==> config.mk <==
export PLATFORM = sky130hd
export DESIGN_NAME = multi_reader_ring_producer
export DESIGN_NICKNAME = d
export VERILOG_FILES = /design/src/mrrp_pkg.sv /design/src/mrrp_rem.sv /design/src/multi_reader_ring_producer.sv
export SDC_FILE = /design/constraint.sdc
export NUM_CORES = 2
export LEC_CHECK = 0
export ABC_AREA = 1
export BUFFER_PORTS_ARGS = -buffer_cell sky130_fd_sc_hd__buf_4
export CAP_MARGIN = 20
export CORE_ASPECT_RATIO = 0.6
export CORE_MARGIN = 5
export CORE_UTILIZATION = 50
export CTS_CLUSTER_DIAMETER = 150
export DETAILED_ROUTE_END_ITERATION = 12
export HOLD_SLACK_MARGIN = 0.02
export PLACE_DENSITY_LB_ADDON = 0.25
export SETUP_SLACK_MARGIN = 0.05
export SLEW_MARGIN = 15
export SYNTH_ARGS = -nofsm -noshare
export SYNTH_HDL_FRONTEND = slang
export SYNTH_SLANG_ARGS = --single-unit
==> constraint.sdc <==
create_clock -name clk -period 10.7 [get_ports clk]
set_clock_uncertainty 0.15 [all_clocks]
set_input_delay 0.535 -clock clk [delete_from_list [all_inputs] [get_ports clk]]
set_output_delay 0.535 -clock clk [all_outputs]
set_load 0.005 [all_outputs]
==> src/mrrp_pkg.sv <==
// Package for the multi-reader ring producer: widths, codes and shared types.
// No dependencies; every module of the block imports it.
package mrrp_pkg;

  localparam int SLOTS    = 8;
  localparam int SLOT_W   = 3;
  localparam int CNT_W    = 4;
  localparam int CAP_W    = 22;
  localparam int POS_W    = 32;
  localparam int DIV_STEPS = 32;

  // Request codes.
  localparam logic [1:0] FN_WRITE  = 2'd0;
  localparam logic [1:0] FN_SUB    = 2'd1;
  localparam logic [1:0] FN_UNSUB  = 2'd2;
  localparam logic [1:0] FN_CURSOR = 2'd3;

  // Status codes.
  localparam logic [1:0] ST_OK     = 2'd0;
  localparam logic [1:0] ST_STREAM = 2'd1;
  localparam logic [1:0] ST_SIZE   = 2'd2;
  localparam logic [1:0] ST_REJECT = 2'd3;

  // Configuration register indexes.
  localparam logic [1:0] REG_STREAM_ID = 2'd0;
  localparam logic [1:0] REG_CAPACITY  = 2'd1;
  localparam logic [1:0] REG_ENABLE    = 2'd2;

  localparam logic [CAP_W-1:0] CAP_RESET = 22'd3968;
  localparam logic [CAP_W-1:0] CAP_MIN   = 22'd8;

  // Handshake between the sequencer and the remainder unit.
  typedef struct packed {
    logic             go;
    logic [POS_W-1:0] dividend;
    logic [CAP_W-1:0] divisor;
  } div_req_t;

  typedef struct packed {
    logic             done;
    logic [CAP_W-1:0] rem;
  } div_rsp_t;

endpackage

==> src/mrrp_rem.sv <==
// Restoring remainder unit: one quotient bit per cycle.
// Depends on mrrp_pkg.
module mrrp_rem (
  input  logic               clk,
  input  logic               rst,
  input  mrrp_pkg::div_req_t req,
  output mrrp_pkg::div_rsp_t rsp
);
  import mrrp_pkg::*;

  logic [POS_W-1:0] shreg;
  logic [CAP_W:0]   part;
  logic [CAP_W-1:0] dvs;
  logic [5:0]       cnt;
  logic             run;
  logic             done_q;
  logic [CAP_W+1:0] trial;
  logic [CAP_W+1:0] shifted;

  // One shift-and-subtract step.
  always_comb begin
    shifted = {part, shreg[POS_W-1]};
    trial   = shifted - {2'b00, dvs};
  end

  always_ff @(posedge clk) begin
    if (rst) begin
      run    <= 1'b0;
      done_q <= 1'b0;
      cnt    <= '0;
    end else begin
      done_q <= 1'b0;
      if (req.go) begin
        run   <= 1'b1;
        shreg <= req.dividend;
        dvs   <= req.divisor;
        part  <= '0;
        cnt   <= 6'(DIV_STEPS);
      end else if (run) begin
        shreg <= {shreg[POS_W-2:0], 1'b0};
        if (!trial[CAP_W+1]) part <= trial[CAP_W:0];
        else part <= shifted[CAP_W:0];
        cnt <= cnt - 6'd1;
        if (cnt == 6'd1) begin
          run    <= 1'b0;
          done_q <= 1'b1;
        end
      end
    end
  end

  // The partial remainder holds the final value once the last step is done.
  assign rsp = '{done: done_q, rem: part[CAP_W-1:0]};

  // The remainder must stay below the divisor.
  always_ff @(posedge clk) begin
    if (!rst && rsp.done) assert (rsp.rem < dvs) else $error("remainder not reduced");
  end
endmodule

==> src/multi_reader_ring_producer.sv <==
// Top level of the multi-reader ring producer: configuration, reader tables,
// and the sequencer that walks the slots. Depends on mrrp_pkg and mrrp_rem.
//
// One request is taken when start is high and busy is low; exactly one result
// follows, shown for one cycle with done high, and the receiver cannot stall
// it. A rejected request, a subscribe, an unsubscribe and a cursor update go
// from the accepting edge through the S_DONE state to their result. A write
// first runs a 32-step remainder unit for the ring offset. With subscribers
// the sequencer walks one slot per cycle below the subscriber count to find
// the slowest reader, then checks the room; if readers must be pushed it
// walks the slots once more. No new request is taken until the result is
// shown. Busy drops in the result cycle.
module multi_reader_ring_producer (
  input  logic        clk,
  input  logic        rst,
  input  logic        cfg_we,
  input  logic [1:0]  cfg_index,
  input  logic [21:0] cfg_data,
  input  logic        start,
  output logic        busy,
  input  logic [1:0]  func,
  input  logic [15:0] target_stream,
  input  logic [15:0] length,
  input  logic [15:0] entry_tag,
  input  logic [31:0] requester,
  input  logic [7:0]  slot,
  input  logic [31:0] new_cursor,
  output logic        done,
  output logic [1:0]  status,
  output logic [15:0] accepted_length,
  output logic [21:0] entry_offset,
  output logic        wrap_marker,
  output logic [21:0] wrap_offset,
  output logic [31:0] producer_position,
  output logic [2:0]  assigned_slot,
  output logic        readers_dropped
);
  import mrrp_pkg::*;

  typedef enum logic [2:0] {S_IDLE, S_DIV, S_PLACE, S_MIN, S_PUSH, S_DONE} state_t;

  state_t            state;
  logic [15:0]       own_id;
  logic [CAP_W-1:0]  cap_reg;
  logic              enabled;
  logic [POS_W-1:0]  producer_index;
  logic [CNT_W-1:0]  sub_count;
  logic [POS_W-1:0]  reader_pid [SLOTS];
  logic [POS_W-1:0]  reader_cursor [SLOTS];

  logic [15:0]       len_q;
  logic [CAP_W-1:0]  cap;
  logic [CAP_W:0]    elen;
  logic [POS_W-1:0]  p;
  logic [POS_W-1:0]  mincur;
  logic [POS_W-1:0]  adv;
  logic [SLOT_W-1:0] idx;
  logic [CAP_W-1:0]  off;

  div_req_t dreq;
  div_rsp_t drsp;
  logic     div_go;

  logic [POS_W-1:0]  used;
  logic [POS_W-1:0]  avail;
  logic              walk_last;
  logic              slot_live;
  logic [CAP_W:0]    elen_in;
  logic [CAP_W-1:0]  cap_in;
  logic [SLOT_W-1:0] sl;
  logic              slot_ok;

  mrrp_rem u_rem (.clk(clk), .rst(rst), .req(dreq), .rsp(drsp));

  // Request decode helpers.
  always_comb begin
    cap_in  = (cap_reg < CAP_MIN) ? CAP_MIN : cap_reg;
    elen_in = 23'(({7'd0, length} + 23'd11) & ~23'd7);
    sl      = slot[SLOT_W-1:0];
    slot_ok = (slot < 8'(SLOTS)) && (reader_pid[sl] == requester) && (requester != '0);
    walk_last = ({1'b0, idx} == 4'(sub_count - 4'd1)) || (idx == SLOT_W'(SLOTS - 1));
    slot_live = ({1'b0, idx} < sub_count) && (reader_pid[idx] != '0);
    used  = p - mincur;
    if (used > {10'd0, cap}) used = {10'd0, cap};
    avail = {10'd0, cap} - used;
  end

  assign busy = (state != S_IDLE);
  assign dreq = '{go: div_go, dividend: producer_index, divisor: cap};

  always_ff @(posedge clk) begin
    if (rst) begin
      state     <= S_IDLE;
      own_id    <= '0;
      cap_reg   <= CAP_RESET;
      enabled   <= 1'b0;
      producer_index <= '0;
      sub_count <= '0;
      done      <= 1'b0;
      div_go    <= 1'b0;
      for (int i = 0; i < SLOTS; i++) begin
        reader_pid[i]    <= '0;
        reader_cursor[i] <= '0;
      end
    end else begin
      done   <= 1'b0;
      div_go <= 1'b0;
      // Configuration writes.
      if (cfg_we) begin
        case (cfg_index)
          REG_STREAM_ID: own_id <= cfg_data[15:0];
          REG_CAPACITY:  cap_reg <= cfg_data;
          REG_ENABLE: begin
            enabled <= cfg_data[0];
            if (cfg_data[0]) begin
              producer_index <= '0;
              sub_count <= '0;
              for (int i = 0; i < SLOTS; i++) begin
                reader_pid[i]    <= '0;
                reader_cursor[i] <= '0;
              end
            end
          end
          default: ;
        endcase
      end
      case (state)
        S_IDLE: begin
          if (start) begin
            status <= ST_OK; accepted_length <= '0; entry_offset <= '0;
            wrap_marker <= 1'b0; wrap_offset <= '0; producer_position <= '0;
            assigned_slot <= '0; readers_dropped <= 1'b0;
            len_q <= length; cap <= cap_in; elen <= elen_in;
            state <= S_DONE;
            if (!enabled || target_stream != own_id) begin
              status <= ST_STREAM;
            end else begin
              case (func)
                FN_WRITE: begin
                  if (length == '0 || elen_in > {1'b0, cap_in}) status <= ST_SIZE;
                  else begin
                    div_go <= 1'b1;
                    state  <= S_DIV;
                  end
                end
                FN_SUB: begin
                  if (requester == '0 || sub_count >= 4'(SLOTS)) status <= ST_REJECT;
                  else begin
                    reader_pid[sub_count[SLOT_W-1:0]]    <= requester;
                    reader_cursor[sub_count[SLOT_W-1:0]] <= producer_index;
                    assigned_slot     <= sub_count[SLOT_W-1:0];
                    producer_position <= producer_index;
                    sub_count <= sub_count + 4'd1;
                  end
                end
                FN_UNSUB: begin
                  if (!slot_ok) status <= ST_REJECT;
                  else begin
                    reader_pid[sl]    <= '0;
                    reader_cursor[sl] <= '0;
                    if (sub_count != '0) sub_count <= sub_count - 4'd1;
                  end
                end
                FN_CURSOR: begin
                  if (!slot_ok) status <= ST_REJECT;
                  else reader_cursor[sl] <= new_cursor;
                end
                default: ;
              endcase
            end
          end
        end
        S_DIV: begin
          if (drsp.done) begin
            off   <= drsp.rem;
            state <= S_PLACE;
          end
        end
        S_PLACE: begin
          // Wrap when the entry would run past the end of the ring.
          if ({1'b0, off} + elen > {1'b0, cap}) begin
            wrap_marker  <= 1'b1;
            wrap_offset  <= off;
            p            <= producer_index + 32'(cap - off);
            mincur       <= producer_index + 32'(cap - off);
            entry_offset <= '0;
          end else begin
            p            <= producer_index;
            mincur       <= producer_index;
            entry_offset <= off;
          end
          idx <= '0;
          if (sub_count != '0) state <= S_MIN;
          else state <= S_DONE;
          if (sub_count == '0) begin
            producer_index    <= producer_index + 32'(elen) +
                                 (({1'b0, off} + elen > {1'b0, cap}) ? 32'(cap - off) : '0);
            producer_position <= producer_index + 32'(elen) +
                                 (({1'b0, off} + elen > {1'b0, cap}) ? 32'(cap - off) : '0);
            accepted_length   <= len_q;
          end
        end
        S_MIN: begin
          // One slot per cycle toward the slowest reader.
          if (slot_live && (idx == '0 || reader_cursor[idx] < mincur))
            mincur <= reader_cursor[idx];
          if (walk_last) begin
            idx   <= '0;
            state <= S_PUSH;
            adv   <= '0;
          end else idx <= idx + 1'b1;
        end
        S_PUSH: begin
          if (idx == '0 && adv == '0) begin
            if (avail < 32'(elen)) adv <= 32'(elen) - avail;
            else begin
              producer_index    <= p + 32'(elen);
              producer_position <= p + 32'(elen);
              accepted_length   <= len_q;
              state <= S_DONE;
            end
          end else begin
            // One slot per cycle: push a reader that would be overrun.
            if (slot_live && ((p - reader_cursor[idx]) + adv) > {10'd0, cap}) begin
              reader_cursor[idx] <= reader_cursor[idx] + adv;
              readers_dropped    <= 1'b1;
            end
            if (walk_last) begin
              producer_index    <= p + 32'(elen);
              producer_position <= p + 32'(elen);
              accepted_length   <= len_q;
              state <= S_DONE;
            end else idx <= idx + 1'b1;
          end
        end
        S_DONE: begin
          done  <= 1'b1;
          state <= S_IDLE;
        end
        default: state <= S_IDLE;
      endcase
    end
  end

  // A result beat carries the ok status whenever it reports a drop.
  assert property (@(posedge clk) disable iff (rst)
    done && readers_dropped |-> status == ST_OK) else $error("drop on failed request");
  // A subscriber count never exceeds the slot table.
  assert property (@(posedge clk) disable iff (rst)
    sub_count <= 4'(SLOTS)) else $error("subscriber count overflow");
  // A result beat comes while busy is low.
  assert property (@(posedge clk) disable iff (rst)
    done |-> !busy) else $error("busy during result beat");
  // Only a write reports a wrap marker, and only with ok status.
  assert property (@(posedge clk) disable iff (rst)
    done && wrap_marker |-> status == ST_OK) else $error("stray wrap marker");
endmodule

# Yosys cells after proc, flatten, opt, wreduce, memory -nomap -nowiden
# Memory sizes are Yosys's and may differ from the RTL's. A register that Yosys moved wholly into a read port is not among the register bits.
# Index checks and enable logic that the tools add are counted.
[op_classes]
n_eq_ne = 28
n_addsub = 18
reduce_logical = 55
n_bitwise = 23
n_lt_le_gt_ge = 10
mux = 145
[ops]
columns = ["op", "n"]
rows = [
  ["32-bit two-way mux", 44],
  ["32-bit case mux with 2 select lines", 3],
  ["32-bit adder", 4],
  ["32-bit case mux with 3 select lines", 1],
  ["32-bit OR reduction", 3],
  ["22-bit two-way mux", 4],
  ["22-bit case mux with 2 select lines", 2],
  ["16-bit two-way mux", 5],
  ["32-bit by 23-bit adder with 32-bit output", 2],
  ["32-bit by 22-bit greater-than comparator with 1-bit output", 2],
  ["32-bit logical NOT", 2],
  ["32-bit nonzero test", 2],
  ["32-bit subtractor", 2],
  ["3-bit two-way mux", 18],
  ["16-bit case mux with 3 select lines", 1],
  ["23-bit two-way mux", 2],
  ["1-bit two-way mux", 45],
  ["4-bit two-way mux", 9],
  ["32-bit equality test", 1],
  ["32-bit by 23-bit less-than comparator with 1-bit output", 1],
  ["32-bit less-than comparator", 1],
  ["22-bit by 32-bit subtractor with 32-bit output", 1],
  ["23-bit by 32-bit subtractor with 32-bit output", 1],
  ["24-bit by 22-bit subtractor with 24-bit output", 1],
  ["51 further kinds", 122],
]
[word_totals]
memories = 2
register_bits = 443
mem_bits_rw = 512
output_inout_bits = 101
elab_cells = 312
[mem_list]
columns = ["memory", "depth", "word_bits", "rd", "rd_clocked_by_memory_dff", "write_ports", "line", "text"]
rows = [
  ["reader_cursor", 8, 32, 1, 1, 9, "multi_reader_ring_producer.sv:49", "logic [POS_W-1:0] reader_cursor [SLOTS];"],
  ["reader_pid", 8, 32, 2, 1, 9, "multi_reader_ring_producer.sv:48", "logic [POS_W-1:0] reader_pid [SLOTS];"],
]

# Longest topological paths before layout
# An unclocked memory read counts as a cell.
[depth]
ltp_word = 15
depth_mapped = 52

# By module
# From an unflattened synthesis, not the netlist that was laid out.
[hier_totals]
cells_unflattened = 8260
area_unflattened_um2 = 64941.0
[by_module_without_submodules]
columns = ["module", "cells_per_inst", "seq_area_each_um2", "area_per_inst_um2", "instances"]
rows = [
  ["multi_reader_ring_producer", 7526, 25204.2, 59428.2, 1],
  ["mrrp_rem", 734, 2472.4, 5512.8, 1],
]

# Worst setup path after synthesis
# OpenSTA, ideal clock, no wires.
[synth_path]
path_kind = "register to register"
from = "register p[0]"
to = "register adv[0] (enable)"
path_stages_with_launch = 43
synth_period_minus_slack_ns = 8.898
path_slack_ns = 1.802
setup_ns = 0.432
arrival_time_ns = 8.316
path_cell_list = "edfxtp_1 inv_1 ha_1 inv_1 fa_1 nand2_1 a21oi_1 a31oi_1 o21ai_0 nand2_1 nand2_1 nand2_1 nand2_1 xor2_1 ha_1 nand3_1 nor4b_1 nand3_1 [7 not listed] inv_1 nand2_1 o21ai_0 a21oi_1 o21ai_0 xnor2_1 ha_1 nand2_1 nor2_1 nand3_1 nand2_1 nand3_1 nand2_1 nand2_1 nor2_1 nand2_1 clkbuf_1 a21oi_1"
[synth_between]
elab_chain_cells = 7
[synth_rtl]
columns = ["item", "line", "text"]
rows = [
  ["start, declared", "multi_reader_ring_producer.sv:54", "logic [POS_W-1:0] p;"],
  ["start signal, assigned", "multi_reader_ring_producer.sv:184", "p <= producer_index + 32'(cap - off);"],
  ["start signal, assigned", "multi_reader_ring_producer.sv:188", "p <= producer_index;"],
  ["32-bit subtractor (*)", "multi_reader_ring_producer.sv:83", "used = p - mincur;"],
  ["32-bit by 22-bit greater-than comparator with 1-bit output", "multi_reader_ring_producer.sv:84", "if (used > {10'd0, cap}) used = {10'd0, cap};"],
  ["32-bit two-way mux (*)", "multi_reader_ring_producer.sv:84", ""],
  ["22-bit by 32-bit subtractor with 32-bit output (*)", "multi_reader_ring_producer.sv:85", "avail = {10'd0, cap} - used;"],
  ["32-bit by 23-bit less-than comparator with 1-bit output (*)", "multi_reader_ring_producer.sv:215", "if (avail < 32'(elen)) adv <= 32'(elen) - avail;"],
  ["2-bit inequality test (no source line) (*)", "-", ""],
  ["5-bit AND reduction (no source line) (*)", "-", ""],
  ["end signal, assigned", "multi_reader_ring_producer.sv:215", ""],
  ["end, declared", "multi_reader_ring_producer.sv:56", "logic [POS_W-1:0] adv;"],
]
# Mark *: on every way between the ends. The rest lies on a longest branch, timed or not.
# A chain may end at the register's enable or synchronous reset.

# Worst setup path in the final report
[layout_path]
from = "register p[0]"
to = "register adv[31] (data pin)"
[layout_between]
elab_chain_cells = 8
[layout_rtl]
columns = ["item", "line", "text"]
rows = [
  ["32-bit subtractor (*)", "multi_reader_ring_producer.sv:83", ""],
  ["32-bit by 22-bit greater-than comparator with 1-bit output", "multi_reader_ring_producer.sv:84", ""],
  ["32-bit two-way mux (*)", "multi_reader_ring_producer.sv:84", ""],
  ["22-bit by 32-bit subtractor with 32-bit output (*)", "multi_reader_ring_producer.sv:85", ""],
  ["23-bit by 32-bit subtractor with 32-bit output (*)", "multi_reader_ring_producer.sv:215", ""],
  ["32-bit two-way mux (*)", "multi_reader_ring_producer.sv:215", ""],
  ["32-bit two-way mux (*)", "multi_reader_ring_producer.sv:214", "if (idx == '0 && adv == '0) begin"],
  ["32-bit case mux with 2 select lines (*)", "multi_reader_ring_producer.sv:127", "case (state)"],
]
# Mark *: on every way between the ends. The rest lies on a longest branch, timed or not. The select of a mux whose other input is x is not followed.

==> reports/results.ini <==
[placement]
gp_congestion=1.138
post-dp-hpwl_mm=198.3
io_buffers=234
place_inst=9718

[hold_path]
hold_end=enabled
hold_class=in2reg
min-delay-start=cfg_index[0]
whs_path_depth=5

[critical_path]
cpMaxStageDelayCell=xor2_1
slowest_delay_ps=740
reg2reg_depth=45
reg2reg_slack_ps=730
worstReg2RegStart=p[0]
crit_path_start_kind=register
crit_type=reg2reg
cp_common_cell=nand2_1
r2r-end=adv[31]
endpoint_kind=register
critPathRequiredTime_ps=11020
cp_max_fo=23
arrival_ps=10290

[grt]
grt_overflow=0
grt_max_degree=89
grt_pass1_vias=53450
antenna_found_initial=10
grt.total_usage_pct=36.83
grt_pass1_wl_mm=367.0

[route]
routed_wl_mm=256.8
route.detailed.wl_per_inst_um=25.85
firstDrtPassIters=7
drt_iter0_markers=10120
via_count=60100
via_per_inst=6.051
drc_errors=0
antenna_left=0

[timing]
fin_tns_setup_ps=0
worstMarginPinSlew_ps=1224
hold_violations=0
post-route-min-period_ps=9970
post-route-period-util_pct=93.18
max_freq_mhz=100.3
slew_viol_final=0
slew_headroom_pct=17.57
finalSetupViolations=0
rsz0062_at_grt=false

[power_and_ir_drop]
switching_share_pct=46.90
peakVddDrop_v=0.0001562
seqPwrFrac_pct=28.8
power.density_mw_per_mm2=234.5
power.switching_mw=7.820
clock_power_share_pct=20.9
total_leakage_power_nw=31.75
internal_power_mw=8.854
p_comb_share_pct=50.3

[cells_and_area]
seqCellArea_mm2=0.02768
fill_cells=11740
multi_input_area_mm2=0.03085
fin_nets=8766
area_growth_pct=11.87
drive_above_1_share_pct=7.215
instances_no_fill=9933

[clocking]
cts.clk_slew.worst_paths_ps=70
cts_buffer_depth=3
clock_latency_ps=740
cts_tree=built
post_cts_buffers=0
cts_resized=0
htree_levels=3
numCtsBuffers=93
numClockSinks=952
ctsRootBufferMaster=clkbuf_16

[synth]
synth_cell_types=55
synth_nets=8545
synthTopCellsByArea=edfxtp_1, nand2_1, ha_1
synth_seq_cells=952
synth_top_area_cell=edfxtp_1
syn_avg_cell_area_um2=8.010
syn-cell-area_mm2=0.06355
ys_warn_count=0
synth_ff_type=edfxtp_1
async_flop_share_pct=0
synth.yosys.seq_area_share_pct=43.55
syn_inst=7934
yosysTopAreaCellShare_pct=40.68
synth_edf_count=861

[floorplanning]
start_util_pct=50.29
coreArea_mm2=0.1264
die_w_um=470.3
pin_count=251
rows=101
dieArea_mm2=0.1346
die_h_um=286.2

[flow_run]
maxCapViolCount=0

[status]
outcome=complete, no violations

## stage by stage
stage | utilization, % | power [mW] | setup WS (ps) | hold slack (ps) | cell area, um^2
finish | 56.26 | 16.67 | 730.1 | 70.99 | 71100
global route | 56.26 | 17.39 | 562.8 | 86.49 | 71090
CTS | 56.21 | 16.19 | 1316 | 37.61 | 71030
detailed placement | 53.42 | 12.70 | 1386 | 264.6 | 67510
global placement | 53.42 | 12.61 | 1468 | 264.5 | 67510
floorplan | - | 9.612 | 1802 | 288.9 | 63550
## worst max-delay path by stage
stage                     cells after the start                   to  startpoint
after floorplan                              42               adv[0]        p[0]
after global placement                       47  accepted_length[13]        p[0]
after detailed placement                     45              adv[29]        p[0]
after CTS                                    45              adv[31]        p[0]
after global routing                         46              adv[31]        p[0]
final                                        45              adv[31]        p[0]
## per-layer routing
metal  routed length, um  up-vias  global-route usage, %
met1              111700    28280                  57.63
met5                 612        -                  1.635
li1                    -    27070                      -
met3               45030      436                  15.19
met2               91910     4299                  45.63
met4                7528       20                  9.111
## cell usage after synthesis, drive strengths merged (3+ instances only)
cell / count
nor2: 1262
a211oi: 18
or2: 8
clkinv: 3
xor2: 159
a21oi: 492
fa: 54
nand2: 1564
edfxtp: 861
o31ai: 5
nand4: 105
ha: 407
inv: 1042
o21bai: 21
xnor2: 78
and3: 6
dfxtp: 91
clkbuf: 169
o211ai: 67
nand3: 407
a221oi: 14
o221ai: 43
a21boi: 8
o21a: 29
a31oi: 56
nor3: 125
buf: 115
nand3b: 12
o21ai: 575
a21o: 26
nor4: 60
o22ai: 34
a2111oi: 3
## layout make-up
cell class,instances,share of cell area (%)
multi-input cells,5653,43.39
flip-flops and latches,952,38.93
inverters,1045,5.521
repair buffers,410,4.766
clock buffers,111,3.428
well taps,1699,2.990
clock inverters,62,0.9679
diodes,1,0.003520
## cells by family (layout without fill, tap and decap cells)
| kind of cell | after synthesis | after routing | synth area share, % |
|---|---|---|---|
| DFF | 952 | 952 | 43.55 |
| xor gates and xnor gates | 237 | 237 | 3.266 |
| AOI/OAI and AO/OA | 1399 | 1399 | 12.32 |
| and+or+nand+nor | 3556 | 3556 | 23.07 |
| adders and majority gates | 461 | 461 | 9.714 |
| buffers and inverters | 1329 | 1628 | 8.085 |
| other | 0 | 1 | 0 |
## critical path, delay by kind of cell (launching register included)
| kind | cells | cell delay (ps) |
|---|---|---|
| AO/OA/AOI/OAI | 12 | 2130 |
| adder cells (fa/ha/maj) | 6 | 1850 |
| flip-flops | 1 | 500 |
| XOR/XNOR | 2 | 1210 |
| AND/OR/NAND/NOR | 16 | 2550 |
| buffers and inverters | 9 | 1290 |
## what timing repair did
item / CTS / global route
hold buffers: 39 / 0
endpoints found under the hold margin: 57 / 0
setup endpoints to repair: 0 / 0
## power groups by stage
stage / Combinational [mW] / Clock [mW] / Sequential [mW]
2_1_floorplan: 4.90 / 0 / 4.72
3_3_place_gp: 7.75 / 0 / 4.85
3_5_place_dp: 7.83 / 0 / 4.86
4_1_cts: 7.90 / 3.51 / 4.78
5_1_grt: 8.92 / 3.66 / 4.81
6_report: 8.38 / 3.49 / 4.80
## layout by cell type (no fill, tap or decap), types with 105 or more instances in the layout
cell	netlist	final
edfxtp_1	861	861
ha_1	407	407
a21oi_1	491	490
o21ai_0	533	531
buf_4	10	354
nand4_1	105	105
inv_1	1033	1026
nor3_1	106	105
xor2_1	159	159
nor2_1	1259	1252
nand3_1	406	404
nand2_1	1559	1553
Note: power is estimated with default switching activity, not from simulation.
